**config.mk**
```make
export PLATFORM = sky130hd
export DESIGN_NAME = tlpw_ram
export DESIGN_NICKNAME = d
export VERILOG_FILES = /design/src/rtl/tlpw_ram.sv
export SDC_FILE = /design/constraint.sdc
export NUM_CORES = 1
export LEC_CHECK = 0
export BUFFER_PORTS_ARGS = -buffer_cell sky130_fd_sc_hd__buf_2
export CAP_MARGIN = 25
export CORE_UTILIZATION = 30
export CTS_BUF_LIST = sky130_fd_sc_hd__clkbuf_2
export CTS_CLUSTER_DIAMETER = 100
export CTS_CLUSTER_SIZE = 25
export DETAILED_ROUTE_END_ITERATION = 7
export PLACE_DENSITY_LB_ADDON = 0.1
export RECOVER_POWER = 25
export SLEW_MARGIN = 20
export SYNTH_ARGS = -nofsm -noshare
export SYNTH_HDL_FRONTEND = slang
export SYNTH_SLANG_ARGS = --single-unit
```
**constraint.sdc**
```tcl
create_clock -name clk -period 2.1 [get_ports clk]
set_input_delay 0.21 -clock clk [delete_from_list [all_inputs] [get_ports clk]]
set_output_delay 0.21 -clock clk [all_outputs]
set_load 0.05 [all_outputs]
```
**src/rtl/tlpw_ram.sv**
```systemverilog
// Generic simple dual-port RAM: one write port, one read port with
// registered read data. No dependencies.
module tlpw_ram #(
  parameter int WIDTH = 8,
  parameter int DEPTH = 16,
  localparam int AW = (DEPTH > 1) ? $clog2(DEPTH) : 1
) (
  input  logic             clk,
  input  logic             we,
  input  logic [AW-1:0]    waddr,
  input  logic [WIDTH-1:0] wdata,
  input  logic [AW-1:0]    raddr,
  output logic [WIDTH-1:0] rdata
);

  logic [WIDTH-1:0] mem [DEPTH];

  always_ff @(posedge clk) begin
    if (we) begin
      mem[waddr] <= wdata;
    end
    rdata <= mem[raddr];
  end

endmodule

```
* After elaboration in Yosys (flattened, before gate mapping)
Memories as Yosys holds them, arrays and structs flattened. A register that Yosys moved wholly into a read port is not among the register bits.
Cells that the tools add are included.
** Word-level totals
- Bits in registers :: 0
- Memory bits (writable) :: 128
- Bits of input ports :: 18
- Output and inout bits :: 8
- Word-level logic and storage cells :: 3
- Memories :: 1
** Memory list
- mem :: depth 16, width 8, rd ports 1, clocked after Yosys merged registers in 1, wr ports 1, RTL line 16 : logic [WIDTH-1:0] mem [DEPTH];
** Cells by class
- Mux-type cells :: 2
** Operator list (count)
- 2-to-1 mux 1 bit :: 2

* Longest topological paths before layout
- Depth after elaboration :: 2
- Mapped depth :: 5
- Depth with buffers taken out :: 3

* Least setup slack after synthesis
Ideal clock, no wire load.
- Path kind :: input -> register
- From :: in waddr[2]
- To :: mem mem[0][0], enable pin
- Setup time :: 0.383 ns
- Arrival :: 1.320 ns
- Data required time :: 1.717 ns
- Slack :: 0.397 ns
- Cell stages on the path :: 2
- Buffers on the path :: 0
- Path through :: or3b_2 -> nor3_1
** RTL lines
- start: declaration :: RTL line 10 : input logic [AW-1:0] waddr,
- end: declaration :: RTL line 16
No word-level cell before the write port.

* Final worst setup path
- From :: reg rdata[0] (read register of mem)
- To :: out rdata[0]
** RTL lines
- start: declaration :: RTL line 13 : output logic [WIDTH-1:0] rdata
No word-level cell between the ends.

==> flow_summary.yaml <==
status:
  outcome: "finished clean"
clock_tree:
  root_buffer: "clkbuf_2"
  clock_path_buffers: 2
  h-tree-depth: 4
  clkTransAtPathRegs_ps: 210
  cts_tree: "yes"
  cts_buffers: 17
  cts.sinks: 136
  post_cts_resized: 0
  clk_latency_ps: 680
routing:
  postRouteAntennaNets: 0
  num_vias: 2427
  wl_per_cell_um: 20.5
  drcViolationCount: 0
  drt_iter0_markers: 128
  routed_via_density: 4.59
  routed_wl_um: 10800
  drt-pass1-iter-count: 5
yosys:
  syn-num-nets: 247
  syn_area_um2: 5150
  synth_seq_area_share: 0.778
  yosysUniqueCellTypes: 19
  synth_seq_cells: 136
  synth_largest_area_cell: "edfxtp_1"
  synth_area_leaders: "edfxtp_1, mux4_2, mux4_1"
  syn_area_per_cell_um2: 22.5
  yosysTopAreaCellShare: 0.747
  synth_warnings: 0
  syn_inst: 229
sta:
  drv_slew: 0
  slew-limit-headroom: 0.524
  hold_viol: 0
  fin_skew_ps: 38.7
  setup_tns_ps: 0
  fin_crit_ps: 1570
  period_share: 0.748
  finalSetupViolCount: 0
  rsz0062_at_grt: "no"
  fmax_mhz: 637
  worst_slew_pin_slew_ps: 714
cells_and_area:
  multi_input_area_um2: 1060
  nets: 313
  final_cell_area_um2: 6020
  instances_no_fill: 529
  seq_area_um2: 4000
  drive_gt1_frac: 0.276
  area_growth_pct: 16.9
  final_common_cell: "edfxtp_1"
  final_cell_mix: "edfxtp_1, clkbuf_2, buf_2"
  fillers: 1577
  fin_util: 0.362
floorplanning:
  start_util: 0.309
  fp.dieH_um: 133
  row_count: 47
  core_um2: 16600
  io_pins: 26
  die_w_um: 133
  dieArea_um2: 17700
pwr:
  power.total_mw: 5.08
  ir_drop_mv: 0.412
  cellPowerDensity_nw_per_um2: 845
  leakagePower_nw: 2.01
placement:
  dpl_cell_area_um2: 5660
  hpwl_um: 7080
  dp_cells: 485
  gp_congestion: 0.658
  port_buffers: 25
setup_path:
  r2r_setup_slack_ps: 680
  path_cells: "buf_2"
  critPathRequiredTime_ps: 1890
  cpLargestDelayFamily: "flip-flops"
  setup.worst_path.end_class: "output port"
  cp_max_fo: 1
  crit_buf_inv: 1
  critPathLaunchType: "flip-flop"
  crit_type: "reg2out"
  cp_slowest_stage_delay_ps: 400
  cp.arrival_ps: 1360
  cp_slowest_cell: "dfxtp_1"
global_route:
  grt_pass1_wl_um: 16800
  grt_pass1_vias: 2619
  grt_max_degree: 33
  grt.total_usage: 0.138
  overflow: 0
  antenna_found_initial: 1
hold_path:
  hold_path.class: "in2reg"
flow_run:
  drv_cap: 0
path summary, 6_finish.rpt:
check,depth (start not counted),endpoint,start
min,3,mem[0][3]$_DFFE_PP_,waddr[1]
max,1,rdata[0],rdata[0]$_DFF_P_
min reg2reg,3,rdata[5]$_DFF_P_,mem[15][5]$_DFFE_PP_
max reg2reg,3,rdata[3]$_DFF_P_,mem[1][3]$_DFFE_PP_
flip-flops by register name (all words and copies together) (netlist names):
signal,cells
mem,128
rdata,8
Yosys cell counts, drive strengths merged:
cell type and instances:
edfxtp 128, mux4 32, a22oi 16, nor2 13, nand2 9, dfxtp 8, buf 7, nor3 4
clkdlybuf4s25 3, nand2b 2, nand3b 2, and2 1, and2b 1, nand3 1, nor2b 1, or3b 1
metal layers:
metal	track usage	vias to the layer above	wire length (µm)
met2	0.207	44	5060
met5	0	-	0
met4	0.0479	0	94
li1	-	1111	-
met3	0.0460	5	409
met1	0.187	1267	5270
final cells by class:
class | instances | share of cell area
clock buffers | 20 | 0.0166
flip-flops and latches | 136 | 0.665
repair buffers | 57 | 0.0703
well taps | 220 | 0.0457
clock inverters | 12 | 0.0260
diodes | 1 | 0.000416
multi-input cells | 83 | 0.176
report_power, final:
group          total, mW  leakage, nW  internal, mW  switching, mW
clock               1.67        0.157         0.774          0.892
sequential          3.05         1.22          3.03         0.0177
combinational      0.369        0.625         0.139          0.230
kinds of logic after synthesis:
| kind of cell | after synthesis | share of synthesized area |
|---|---|---|
| multiplexers | 32 | 0.150 |
| AND/OR/NAND/NOR | 35 | 0.0318 |
| buffers and inverters | 10 | 0.0168 |
| flip-flops | 136 | 0.778 |
| AO/OA/AOI/OAI | 16 | 0.0233 |
timing repair:
item                                   4_1_cts  5_1_grt
endpoints found under the hold margin      133        0
buffers inserted                             0        0
hold buffers                                11        0
metrics by stage:
| step | hold slack, ps | worst slack, ps |
|---|---|---|
| global placement | 601 | 395 |
| floorplan | 309 | 397 |
| detailed placement | 612 | 402 |
| finish | 107 | 529 |
| global route | 21.8 | 340 |
| CTS | 2.29 | 377 |
(Power assumes the default switching activity.)
